==> src/rtl/dtbp_pkg.sv <==
// Shared types and constants of the dual token bucket policer.
// No dependencies; the mac, sequencer and top level import this package.
package dtbp_pkg;

   localparam int TS_W    = 64;   // timestamp width
   localparam int LEN_W   = 20;   // packet length width
   localparam int LIMIT_W = 32;   // kbps register width
   localparam int TOK_W   = 40;   // bucket depth, never above 250 * (2^32 - 1)
   localparam int SUM_W   = 41;   // bucket plus refill before the cap
   localparam int ELAP_W  = 20;   // whole microseconds, at most one million
   localparam int X_W     = 27;   // nanoseconds / 8 below one second
   localparam int Y_W     = 46;   // (limit * elapsed) / 64
   localparam int HALF_W  = 24;   // partial product split point
   localparam int MUL_W   = 32;   // shared multiplier operand width
   localparam int ACC_W   = 64;   // shared accumulator width

   localparam logic [TS_W-1:0]   NS_CAP      = 64'd1_000_000_000;
   localparam logic [ELAP_W-1:0] ELAPSED_CAP = 20'd1_000_000;

   // ceil(2^34 / 125): exact quotient for 27-bit dividends
   localparam logic [MUL_W-1:0] RECIP_125_SHORT =
      32'(((64'd1 << 34) + 64'd124) / 64'd125);
   // ceil(2^53 / 125): exact quotient for 46-bit dividends
   localparam logic [46:0] RECIP_125_LONG =
      47'(((64'd1 << 53) + 64'd124) / 64'd125);
   localparam logic [MUL_W-1:0] RECIP_LO = 32'(RECIP_125_LONG[23:0]);
   localparam logic [MUL_W-1:0] RECIP_HI = 32'(RECIP_125_LONG[46:24]);
   localparam logic [MUL_W-1:0] CAP_MULT = 32'd250;   // 2 * 125 bytes per kbit

   // operand A select codes
   localparam logic [2:0] A_DIFF  = 3'd0;
   localparam logic [2:0] A_LIMIT = 3'd1;
   localparam logic [2:0] A_PLO   = 3'd2;
   localparam logic [2:0] A_YLO   = 3'd3;
   localparam logic [2:0] A_YHI   = 3'd4;

   // operand B select codes
   localparam logic [2:0] B_RSHORT  = 3'd0;
   localparam logic [2:0] B_ELAPSED = 3'd1;
   localparam logic [2:0] B_RLO     = 3'd2;
   localparam logic [2:0] B_RHI     = 3'd3;
   localparam logic [2:0] B_CAPK    = 3'd4;

   typedef struct packed {
      logic en;      // update accumulator
      logic clear;   // start from zero
      logic shift;   // drop the low 24 bits of the accumulator first
   } mac_op_type;

   typedef struct packed {
      mac_op_type op;
      logic [2:0] a_sel;
      logic [2:0] b_sel;
      logic       ld_diff;
      logic       ld_y;
      logic       ld_sum;
      logic       ld_tokens;
      logic       finish;
   } ctrl_type;

endpackage

==> src/rtl/dtbp_mac.sv <==
// Shared multiply-accumulate unit of the policer.
// Depends on dtbp_pkg.
module dtbp_mac (
   input  logic                           clock,
   input  dtbp_pkg::mac_op_type           op,
   input  logic [dtbp_pkg::MUL_W-1:0]     a,
   input  logic [dtbp_pkg::MUL_W-1:0]     b,
   output logic [dtbp_pkg::ACC_W-1:0]     acc
);
   import dtbp_pkg::*;

   logic [ACC_W-1:0] acc_ff;
   logic [ACC_W-1:0] acc_in;
   logic [ACC_W-1:0] base;

   always_comb begin
      priority if (op.clear) begin
         base = '0;
      end else if (op.shift) begin
         base = acc_ff >> HALF_W;
      end else begin
         base = acc_ff;
      end
      acc_in = base + (ACC_W'(a) * ACC_W'(b));
   end

   always_ff @(posedge clock) begin
      if (op.en) begin
         acc_ff <= acc_in;
      end
   end

   assign acc = acc_ff;

endmodule

==> src/rtl/dtbp_seq.sv <==
// Step sequencer of the policer: walks one request through the shared unit.
// Depends on dtbp_pkg.
module dtbp_seq (
   input  logic               clock,
   input  logic               reset,
   input  logic               start,
   input  logic               bypass,
   input  logic               out_free,
   output logic               ready,
   output dtbp_pkg::ctrl_type ctrl
);
   import dtbp_pkg::*;

   localparam logic [3:0] ST_IDLE = 4'd0;
   localparam logic [3:0] ST_DIFF = 4'd1;
   localparam logic [3:0] ST_ELAP = 4'd2;
   localparam logic [3:0] ST_PROD = 4'd3;
   localparam logic [3:0] ST_PLL  = 4'd4;
   localparam logic [3:0] ST_PLH  = 4'd5;
   localparam logic [3:0] ST_PHL  = 4'd6;
   localparam logic [3:0] ST_PHH  = 4'd7;
   localparam logic [3:0] ST_CAP  = 4'd8;
   localparam logic [3:0] ST_TOKS = 4'd9;
   localparam logic [3:0] ST_DONE = 4'd10;

   logic [3:0] state_ff;
   logic [3:0] state_in;

   always_comb begin
      state_in = state_ff;
      ctrl     = '0;
      unique case (state_ff)
         ST_IDLE: begin
            if (start) begin
               state_in = bypass ? ST_DONE : ST_DIFF;
            end
         end
         ST_DIFF: begin
            ctrl.ld_diff = 1'b1;
            state_in     = ST_ELAP;
         end
         ST_ELAP: begin
            ctrl.op    = '{en: 1'b1, clear: 1'b1, shift: 1'b0};
            ctrl.a_sel = A_DIFF;
            ctrl.b_sel = B_RSHORT;
            state_in   = ST_PROD;
         end
         ST_PROD: begin
            ctrl.op    = '{en: 1'b1, clear: 1'b1, shift: 1'b0};
            ctrl.a_sel = A_LIMIT;
            ctrl.b_sel = B_ELAPSED;
            state_in   = ST_PLL;
         end
         ST_PLL: begin
            ctrl.op    = '{en: 1'b1, clear: 1'b1, shift: 1'b0};
            ctrl.a_sel = A_PLO;
            ctrl.b_sel = B_RLO;
            ctrl.ld_y  = 1'b1;
            state_in   = ST_PLH;
         end
         ST_PLH: begin
            ctrl.op    = '{en: 1'b1, clear: 1'b0, shift: 1'b1};
            ctrl.a_sel = A_YLO;
            ctrl.b_sel = B_RHI;
            state_in   = ST_PHL;
         end
         ST_PHL: begin
            ctrl.op    = '{en: 1'b1, clear: 1'b0, shift: 1'b0};
            ctrl.a_sel = A_YHI;
            ctrl.b_sel = B_RLO;
            state_in   = ST_PHH;
         end
         ST_PHH: begin
            ctrl.op    = '{en: 1'b1, clear: 1'b0, shift: 1'b1};
            ctrl.a_sel = A_YHI;
            ctrl.b_sel = B_RHI;
            state_in   = ST_CAP;
         end
         ST_CAP: begin
            ctrl.op     = '{en: 1'b1, clear: 1'b1, shift: 1'b0};
            ctrl.a_sel  = A_LIMIT;
            ctrl.b_sel  = B_CAPK;
            ctrl.ld_sum = 1'b1;
            state_in    = ST_TOKS;
         end
         ST_TOKS: begin
            ctrl.ld_tokens = 1'b1;
            state_in       = ST_DONE;
         end
         ST_DONE: begin
            if (out_free) begin
               ctrl.finish = 1'b1;
               state_in    = ST_IDLE;
            end
         end
         default: begin
            state_in = ST_IDLE;
         end
      endcase
   end

   always_ff @(posedge clock) begin
      if (reset) begin
         state_ff <= ST_IDLE;
      end else begin
         state_ff <= state_in;
      end
   end

   assign ready = (state_ff == ST_IDLE);

endmodule

==> src/rtl/dual_token_bucket_policer.sv <==
// Top level of the dual token bucket policer: handshakes, bucket state, datapath.
// Depends on dtbp_pkg, dtbp_mac and dtbp_seq.
//
//   channel  ports      direction  contents
//   request  req_*      in         tuser: direction; tdata: timestamp_ns, packet_length
//   response rsp_*      out        tdata: allow
//   config   csr_*      in         index 0 upload limit, 1 download limit
//
// A request is worked on one step at a time from acceptance to the response
// register, and the next request is taken only once the sequencer is idle again:
// the shared 32x32 multiply-accumulate unit runs seven products in a row (elapsed
// microseconds, limit times elapsed, four partial products of the divide by
// 8000, the bucket cap) plus subtract, refill and decide steps. A request whose
// direction has no bucket skips straight from acceptance to the decide step.
// Reset is synchronous and clears the limits, both buckets and both last-seen
// times. The next request is taken while a response waits; a stalled response
// stops the sequencer only at its last step.
module dual_token_bucket_policer #(
   parameter int NUM_DIRECTIONS = 2
) (
   input  logic        clock,
   input  logic        reset,
   // request channel
   input  logic        req_tvalid,
   output logic        req_tready,
   input  logic [87:0] req_tdata,    // [63:0] timestamp_ns, [83:64] packet_length, rest zero
   input  logic        req_tuser,    // [0] direction
   // response channel
   output logic        rsp_tvalid,
   input  logic        rsp_tready,
   output logic [7:0]  rsp_tdata,    // [0] allow, rest zero
   // configuration writes
   input  logic        csr_we,
   input  logic        csr_addr,
   input  logic [31:0] csr_wdata
);
   import dtbp_pkg::*;

   localparam logic CSR_UPLOAD   = 1'b0;
   localparam logic CSR_DOWNLOAD = 1'b1;

   // configuration
   logic [LIMIT_W-1:0] up_limit_ff;
   logic [LIMIT_W-1:0] down_limit_ff;

   // bucket state, one entry per direction
   logic [TOK_W-1:0] tok_ff  [NUM_DIRECTIONS];
   logic [TS_W-1:0]  last_ff [NUM_DIRECTIONS];

   // request being worked on
   logic             dir_ff;
   logic             bypass_ff;
   logic [TS_W-1:0]  now_ff;
   logic [LEN_W-1:0] len_ff;

   // intermediate results
   logic             big_ff;
   logic [X_W-1:0]   x_ff;
   logic [Y_W-1:0]   y_ff;
   logic [SUM_W-1:0] sum_ff;
   logic [TOK_W-1:0] tokens_ff;

   // response register
   logic rsp_valid_ff;
   logic rsp_valid_in;
   logic allow_ff;

   logic               req_accept;
   logic               req_bypass;
   logic               seq_ready;
   ctrl_type           ctrl;
   logic [ACC_W-1:0]   acc;
   logic [MUL_W-1:0]   mac_a;
   logic [MUL_W-1:0]   mac_b;
   logic [LIMIT_W-1:0] limit_sel;
   logic [TOK_W-1:0]   tok_sel;
   logic [TS_W-1:0]    last_sel;
   logic [TS_W-1:0]    diff;
   logic [ELAP_W-1:0]  elapsed;
   logic [SUM_W-1:0]   cap;
   logic               allow;
   logic [TOK_W-1:0]   tok_next;

   assign req_accept = req_tvalid && req_tready;
   assign req_bypass = int'(req_tuser) >= NUM_DIRECTIONS;

   // configuration write port
   always_ff @(posedge clock) begin
      if (reset) begin
         up_limit_ff   <= '0;
         down_limit_ff <= '0;
      end else if (csr_we) begin
         unique case (csr_addr)
            CSR_UPLOAD:   up_limit_ff   <= csr_wdata;
            CSR_DOWNLOAD: down_limit_ff <= csr_wdata;
            default: begin
            end
         endcase
      end
   end

   dtbp_seq u_seq (
      .clock    (clock),
      .reset    (reset),
      .start    (req_accept),
      .bypass   (req_bypass),
      .out_free (!rsp_valid_ff || rsp_tready),
      .ready    (seq_ready),
      .ctrl     (ctrl)
   );

   assign req_tready = seq_ready;

   // latch the request
   always_ff @(posedge clock) begin
      if (req_accept) begin
         dir_ff    <= req_tuser;
         bypass_ff <= req_bypass;
         now_ff    <= req_tdata[TS_W-1:0];
         len_ff    <= req_tdata[TS_W+LEN_W-1:TS_W];
      end
   end

   // select this direction's limit and bucket
   assign limit_sel = dir_ff ? down_limit_ff : up_limit_ff;

   always_comb begin
      tok_sel  = '0;
      last_sel = '0;
      for (int i = 0; i < NUM_DIRECTIONS; i++) begin
         if (dir_ff == 1'(i)) begin
            tok_sel  = tok_ff[i];
            last_sel = last_ff[i];
         end
      end
   end

   // wrapping time difference; anything from one second up caps the refill
   assign diff = now_ff - last_sel;

   always_ff @(posedge clock) begin
      if (ctrl.ld_diff) begin
         big_ff <= diff >= NS_CAP;
         x_ff   <= diff[X_W+2:3];
      end
   end

   // elapsed microseconds: (ns / 8) / 125 by reciprocal, or the one-second cap
   assign elapsed = big_ff ? ELAPSED_CAP : acc[34+ELAP_W-1:34];

   // operand selection for the shared unit
   always_comb begin
      unique case (ctrl.a_sel)
         A_DIFF:  mac_a = MUL_W'(x_ff);
         A_LIMIT: mac_a = limit_sel;
         A_PLO:   mac_a = MUL_W'(acc[HALF_W+5:6]);
         A_YLO:   mac_a = MUL_W'(y_ff[HALF_W-1:0]);
         A_YHI:   mac_a = MUL_W'(y_ff[Y_W-1:HALF_W]);
         default: mac_a = '0;
      endcase
      unique case (ctrl.b_sel)
         B_RSHORT:  mac_b = RECIP_125_SHORT;
         B_ELAPSED: mac_b = MUL_W'(elapsed);
         B_RLO:     mac_b = RECIP_LO;
         B_RHI:     mac_b = RECIP_HI;
         B_CAPK:    mac_b = CAP_MULT;
         default:   mac_b = '0;
      endcase
   end

   dtbp_mac u_mac (
      .clock (clock),
      .op    (ctrl.op),
      .a     (mac_a),
      .b     (mac_b),
      .acc   (acc)
   );

   // refill = (limit * elapsed) / 8000: hold (product / 64), then divide by 125
   // through four partial products; the refill lands in acc from bit 5 up
   always_ff @(posedge clock) begin
      if (ctrl.ld_y) begin
         y_ff <= acc[Y_W+5:6];
      end
      if (ctrl.ld_sum) begin
         sum_ff <= SUM_W'(tok_sel) + SUM_W'(acc[TOK_W+4:5]);
      end
      if (ctrl.ld_tokens) begin
         tokens_ff <= (sum_ff < cap) ? TOK_W'(sum_ff) : TOK_W'(cap);
      end
   end

   // cap = limit * 250, just computed by the shared unit
   assign cap = acc[SUM_W-1:0];

   // verdict: pass when the bucket covers the length, then take it away
   assign allow    = bypass_ff || (tokens_ff >= TOK_W'(len_ff));
   assign tok_next = allow ? (tokens_ff - TOK_W'(len_ff)) : tokens_ff;

   always_ff @(posedge clock) begin
      if (reset) begin
         for (int i = 0; i < NUM_DIRECTIONS; i++) begin
            tok_ff[i]  <= '0;
            last_ff[i] <= '0;
         end
      end else begin
         for (int i = 0; i < NUM_DIRECTIONS; i++) begin
            if (dir_ff == 1'(i)) begin
               if (ctrl.ld_diff) begin
                  last_ff[i] <= now_ff;
               end
               if (ctrl.finish && !bypass_ff) begin
                  tok_ff[i] <= tok_next;
               end
            end
         end
      end
   end

   // response register: load on finish, drop once taken, else hold
   always_comb begin
      priority if (ctrl.finish) begin
         rsp_valid_in = 1'b1;
      end else if (rsp_tready) begin
         rsp_valid_in = 1'b0;
      end else begin
         rsp_valid_in = rsp_valid_ff;
      end
   end

   always_ff @(posedge clock) begin
      if (reset) begin
         rsp_valid_ff <= 1'b0;
      end else begin
         rsp_valid_ff <= rsp_valid_in;
      end
   end

   always_ff @(posedge clock) begin
      if (ctrl.finish) begin
         allow_ff <= allow;
      end
   end

   assign rsp_tvalid = rsp_valid_ff;
   assign rsp_tdata  = {7'd0, allow_ff};

endmodule

==> config.mk <==
export PLATFORM = sky130hd
export DESIGN_NAME = dual_token_bucket_policer
export DESIGN_NICKNAME = d
export VERILOG_FILES = /design/src/rtl/dtbp_pkg.sv /design/src/rtl/dtbp_mac.sv /design/src/rtl/dtbp_seq.sv /design/src/rtl/dual_token_bucket_policer.sv
export SDC_FILE = /design/constraint.sdc
export NUM_CORES = 2
export LEC_CHECK = 0
export BUFFER_PORTS_ARGS = -buffer_cell sky130_fd_sc_hd__buf_4
export CORE_MARGIN = 1.5
export CORE_UTILIZATION = 30
export DETAILED_ROUTE_END_ITERATION = 7
export PLACE_DENSITY_LB_ADDON = 0.3
export SLEW_MARGIN = 0
export SYNTH_ARGS = -nofsm -noshare
export SYNTH_HDL_FRONTEND = slang
export SYNTH_SLANG_ARGS = --single-unit
==> constraint.sdc <==
create_clock -name clock -period 15.41 [get_ports clock]
set_clock_uncertainty 0.05 [all_clocks]
set_input_delay 3.082 -clock clock [delete_from_list [all_inputs] [get_ports clock]]
set_output_delay 3.082 -clock clock [all_outputs]
set_load 0.01 [all_outputs]
# After elaboration in Yosys (flattened, before gate mapping)
# Memories as Yosys holds them, arrays and structs flattened.
# Index checks and enable logic that the tools add are counted.
[word_totals]
reg_bits = 374
mem_bits_rw = 208
input_bits = 127
output_inout_bits = 10
word_cells = 101
memories = 2
[mem_list]
columns = ["name", "depth", "width", "read_ports", "rd_ports_with_merged_regs", "wr", "line_no", "text"]
rows = [
  ["last_ff", 2, 64, 2, 0, 2, "dual_token_bucket_policer.sv:48", "logic [TS_W-1:0] last_ff [NUM_DIRECTIONS];"],
  ["tok_ff", 2, 40, 2, 0, 2, "dual_token_bucket_policer.sv:47", "logic [TOK_W-1:0] tok_ff [NUM_DIRECTIONS];"],
]
[classes]
addsub = 4
n_mul = 1
n_lt_le_gt_ge = 3
n_eq_ne = 20
mux = 42
n_bitwise = 5
n_reduce_logical = 10
[ops]
columns = ["cell", "n"]
rows = [
  ["two-way mux 64 bit", 5],
  ["two-way mux 40 bit", 5],
  ["case mux 32 bit (5 select lines)", 1],
  ["case mux 28 bit (5 select lines)", 1],
  ["adder 64 bit", 1],
  [">= comparator 64 x 30 -> 1 bit (second input constant)", 1],
  ["subtractor 64 bit", 1],
  ["case mux 9 bit (7 select lines)", 1],
  ["multiplier 32 x 28 -> 60 bit", 1],
  ["case mux 4 bit (11 select lines)", 1],
  ["adder 40 x 40 -> 41 bit", 1],
  ["< comparator 41 bit", 1],
  [">= comparator 40 x 20 -> 1 bit", 1],
  ["subtractor 40 x 20 -> 40 bit", 1],
  ["two-way mux 32 bit", 1],
  ["two-way mux 1 bit", 24],
  ["two-way mux 20 bit", 1],
  ["== test 4 x 3 -> 1 bit (second input constant)", 4],
  ["== test 3 x 2 -> 1 bit (second input constant)", 4],
  ["== test 4 bit (second input constant)", 3],
  ["== test 4 x 2 -> 1 bit (second input constant)", 2],
  ["two-way mux 4 bit", 2],
  ["== test 3 x 1 -> 1 bit (second input constant)", 2],
  ["== test 3 bit (second input constant)", 2],
  ["other kinds (11)", 18],
]

# Longest topological paths before layout
[depth]
ltp_word = 9
ltp_mapped = 51
mapped_depth_nobuf = 46

# Cells and area by module
# A second synthesis with hierarchy kept.
[unflattened]
cells_unflattened = 6792
area_unflattened_um2 = 66592.6
[by_module_without_submodules]
columns = ["mod", "instances", "cells_per_inst", "area_each_um2", "seq_area_each_um2"]
rows = [
  ["dtbp_mac", 1, 4118, 37482.2, 1921.8],
  ["dual_token_bucket_policer", 1, 2620, 28713.8, 14784.2],
  ["dtbp_seq", 1, 54, 396.6, 80.1],
]

# Worst setup path before layout
# Ideal clock, no wire load.
[synth_path]
kind = "reg2reg"
from = "register u_seq.state_ff[3]"
to = "register u_mac.acc_ff[57], in the netlist u_mac.acc[57] (data pin)"
setup_ns = 0.262
arrival_time_ns = 11.261
required_ns = 15.098
slack_ns = 3.837
path_stages_with_launch = 48
path_buffers = 6
synth_period_minus_slack_ns = 11.573
cell_sequence = "dfxtp_1 > clkbuf_1 > nor2b_1 > nand2_1 > inv_1 > nor2_1 > clkbuf_1 > clkbuf_1 > and2_1 > nor3_1 > clkbuf_1 > nor2_1 > fa_1 > fa_1 > fa_1 > inv_1 > fa_1 > inv_1 > (+12 left out) > a21oi_1 > a21o_1 > a21oi_1 > xnor2_1 > ha_1 > clkbuf_1 > a21o_1 > a21o_1 > a21o_1 > a31oi_1 > o21ai_0 > a2111oi_0 > o21a_1 > o311a_1 > o21ai_0 > a21oi_1 > o21ai_1 > xor2_1"
[synth_via]
elab_chain_cells = 6
word_cells_on_any_way = 24
classes_between = "add/sub (1); mul (1); eq/ne (15); mux (5); reduce/logical (2)"
[synth_rtl]
columns = ["element", "line_no", "text"]
rows = [
  ["start: declaration", "dtbp_seq.sv:26", "logic [3:0] state_ff;"],
  ["start signal: assignment", "dtbp_seq.sv:106", "state_ff <= state_in;"],
  ["== test 4 bit (tied with other cells)", "dtbp_seq.sv:32", "unique case (state_ff)"],
  ["case mux 9 bit (7 select lines) *", "dtbp_seq.sv:32", ""],
  ["== test 3 bit (tied with other cells)", "dual_token_bucket_policer.sv:153", "unique case (ctrl.a_sel)"],
  ["case mux 32 bit (5 select lines) or case mux 28 bit (5 select lines) (tied branches)", "dual_token_bucket_policer.sv:153, dual_token_bucket_policer.sv:161", ""],
  ["multiplier 32 x 28 -> 60 bit", "dtbp_mac.sv:24", "acc_in = base + (ACC_W'(a) * ACC_W'(b));"],
  ["adder 64 bit *", "dtbp_mac.sv:24", ""],
  ["net u_mac.acc_in[57]", "dtbp_mac.sv:13", "logic [ACC_W-1:0] acc_in;"],
  ["end signal: assignment", "dtbp_mac.sv:29", "acc_ff <= acc_in;"],
  ["end: declaration", "dtbp_mac.sv:12", "logic [ACC_W-1:0] acc_ff;"],
]
# Mark *: on every way through the listed nets, which the timed path passes. The rest lies on a longest branch.
# A chain may end at the register's enable or synchronous reset.

# Worst setup path in the final report
[layout_path]
from = "register u_seq.state_ff[1]"
to = "register u_mac.acc_ff[57], in the netlist u_mac.acc[57] (data pin)"
# The elaborated chain is that of the path after synthesis.

==> flow_summary.yaml <==
clock_tree:
  clkLatencyLatePin_ns: 0.69
  cts_tree: "built"
  cts_inserted_buffers: 60
  post_cts_resized: 0
  clockBufferDepth: 3
  postCtsHoldBufs: 0
  htree_num_levels: 2
  cts.sinks: 582
  cts_setup_buffers: 0
  path_clk_slew_ns: 0.07
  root_buffer: "clkbuf_16"
placement:
  dp.cells: 8866
  io_buffers: 125
  hpwl_um: 141000
  routabilityCongestion: 0.920
  dp_slack_ns: 2.39
die:
  start_util_pct: 30.2
  io_pins: 137
  dieArea_mm2: 0.201
  die_y_um: 448
  core.rowCount: 163
  core_mm2: 0.197
  die_w_um: 448
sta:
  rsz0062_at_grt: "false"
  drv_slew: 0
  hold_viol: 0
  tightest_slew_ns: 1.10
  finalSetupTns_ns: 0
  fmax_mhz: 75.8
  setup_violations: 0
  layout_setup_ws_ns: 2.21
  maxSlewHeadroom_pct: 26.1
  fin_crit_ns: 13.20
  final.period_utilization_pct: 85.6
synth:
  syn_area_per_cell_um2: 9.53
  yosys_warnings: 0
  ys_seq_area_share_pct: 28.3
  synth-main-ff-cell: "edfxtp_1"
  synthArstFlopShare_pct: 0
  ys_types: 83
  synth_edf_count: 513
  synth_area_mm2: 0.0594
  ys_ff_latch: 582
  postSynthCellCount: 6237
min_path:
  min_path_type: "reg2reg"
global_routing:
  first_global_vias: 46000
  antenna_found_initial: 2
  grt_overflow_total: 0
  grt_pass1_wl_um: 279000
  grtUsageTotal_pct: 18.1
  grt_max_degree: 68
layout:
  fill_cells: 20300
  area_growth_syn_to_layout_pct: 10.9
  drive_above_1_share_pct: 8.11
  final_cell_count_no_fill: 8981
  num-nets-final: 7554
critical_path:
  worst-setup-path-type: "reg2reg"
  critPathMaxStageDelay_ns: 0.93
  critPathArrivalTime_ns: 13.56
  start_kind: "flop"
  crit_required_ns: 15.78
  slowest_stage: "a2111oi_0"
  cp_common_cell: "fa_1"
  endpoint_kind: "flop"
  critPathMaxFanout: 60
routing:
  vias: 44100
  drt_first_iter_violations: 2524
  detail_route.wl_per_cell_um: 20.1
  via_per_inst: 4.91
  drtPass1Iterations: 8
  drc_errors: 0
  drt.antenna.violating_nets: 0
  wirelength_um: 180000
outcome:
  status: "completed"
job:
  cap_violations: 0
[path summary, 6_finish.rpt]
kind	from	endpoint	slack (ns)	cells past startpoint
worst max register to register	u_seq.state_ff[1]$_SDFFE_PP0P_	u_mac.acc[57]$_DFFE_PP_	2.21	44
worst min-delay path	down_limit_ff[31]$_SDFFE_PP0P_	down_limit_ff[31]$_SDFFE_PP0P_	0.40	2
worst min register to register	down_limit_ff[31]$_SDFFE_PP0P_	down_limit_ff[31]$_SDFFE_PP0P_	0.40	2
worst max-delay path	u_seq.state_ff[1]$_SDFFE_PP0P_	u_mac.acc[57]$_DFFE_PP_	2.21	44
[critical path: cells and delay by family, from the launching register on]
family	cells	cell delay [ns]
AOI/OAI and AO/OA	17	4.88
adders and majority gates	9	4.05
and+or+nand+nor	8	1.63
buffers and inverters	8	1.39
xor gates and xnor gates	2	0.52
DFF	1	0.32
[per-stage QoR]
step / area [µm²] / hold slack [ns] / util (%)
floorplan: 59500 / 0.383 / -
global placement: 63700 / 0.391 / 32.3
detailed placement: 63700 / 0.396 / 32.3
CTS: 65900 / 0.406 / 33.4
global route: 65900 / 0.420 / 33.4
finish: 65900 / 0.401 / 33.4
[flip-flops by register name, summed over array words and instances, names as in the netlist]
register / count
down_limit_ff: 32
allow_ff: 1
last_ff: 128
now_ff: 64
tok_ff: 80
len_ff: 20
big_ff: 1
u_seq.state_ff: 4
y_ff: 46
dir_ff: 1
u_mac.acc: 64
x_ff: 27
rsp_tvalid: 1
sum_ff: 41
up_limit_ff: 32
tokens_ff: 40
[cell usage in the layout, fill, tap and decap left out, types with 40 or more instances in the layout]
master | Yosys | final
inv_1 | 981 | 980
nor2_1 | 708 | 703
fa_1 | 658 | 658
nand2_1 | 528 | 528
edfxtp_1 | 513 | 513
ha_1 | 481 | 481
a21oi_1 | 407 | 399
buf_4 | 8 | 229
a21o_1 | 156 | 153
and2_1 | 140 | 139
o21ai_0 | 134 | 132
xnor2_1 | 130 | 130
mux2i_1 | 125 | 125
mux2_2 | 86 | 86
xor2_1 | 82 | 82
nand2b_1 | 70 | 70
dfxtp_1 | 69 | 67
nor3_1 | 79 | 66
nand3_1 | 62 | 62
clkbuf_16 | 0 | 62
nand4_1 | 53 | 53
or2_2 | 40 | 40
[synth_stat cells, types with 10 or more instances]
cell type | number | area share [%]
a2111oi_0 | 13 | 0.19
a211o_1 | 10 | 0.15
a211oi_1 | 28 | 0.35
a21boi_0 | 10 | 0.13
a21o_1 | 156 | 2.0
a21oi_1 | 407 | 3.4
a31oi_1 | 24 | 0.25
and2_1 | 140 | 1.5
and3_1 | 28 | 0.29
buf_1 | 12 | 0.076
clkbuf_1 | 246 | 1.6
dfxtp_1 | 69 | 2.3
edfxtp_1 | 513 | 26
fa_1 | 658 | 22
ha_1 | 481 | 10
inv_1 | 981 | 6.2
mux2_2 | 86 | 1.6
mux2i_1 | 125 | 2.1
nand2_1 | 528 | 3.3
nand2b_1 | 70 | 0.74
nand3_1 | 62 | 0.52
nand4_1 | 53 | 0.56
nor2_1 | 708 | 4.5
nor2b_1 | 41 | 0.43
nor3_1 | 79 | 0.67
nor3b_1 | 17 | 0.21
nor4_1 | 16 | 0.17
o211ai_1 | 22 | 0.28
o21a_1 | 32 | 0.40
o21ai_0 | 134 | 1.1
o21ai_1 | 11 | 0.093
o21bai_1 | 40 | 0.51
o31ai_1 | 12 | 0.15
or2_2 | 40 | 0.42
or3_1 | 29 | 0.31
xnor2_1 | 130 | 1.9
xor2_1 | 82 | 1.2
[logic make-up (layout without fill, tap and decap cells)]
group | count (synthesis) | count (layout) | share of synthesized area, %
other | 2 | 32 | 0.0126
buffers and inverters | 1251 | 1325 | 7.97
XOR/XNOR | 212 | 212 | 3.13
multiplexers | 211 | 211 | 3.74
AND/OR/NAND/NOR | 1846 | 1846 | 14.1
adder cells (fa/ha/maj) | 1139 | 1139 | 32.3
AO/OA/AOI/OAI | 994 | 994 | 10.5
flip-flops | 582 | 582 | 28.3
[per-layer routing]
| layer | wire [µm] | vias up | track usage, % |
|---|---|---|---|
| met5 | 0 | - | 0 |
| met1 | 76500 | 22200 | 23.4 |
| met2 | 89000 | 1090 | 31.5 |
| li1 | - | 20600 | - |
| met3 | 7790 | 230 | 1.65 |
| met4 | 6840 | 0 | 6.28 |
[final cells by class]
| class | count | area, µm² | area share [%] |
|---|---|---|---|
| Clock inverter | 45 | 562 | 0.853 |
| Sequential cell | 582 | 16800 | 25.5 |
| Antenna cell | 1 | 2.50 | 0.00380 |
| Tap cell | 2640 | 3300 | 5.01 |
| Clock buffer | 69 | 1590 | 2.41 |
| Multi-Input combinational cell | 4433 | 38200 | 58.0 |
| Timing Repair Buffer | 230 | 1740 | 2.64 |
| Inverter | 981 | 3680 | 5.59 |
Power is not shown: default switching activity piles up to over one toggle a cycle in this logic, so the estimate is an artifact.
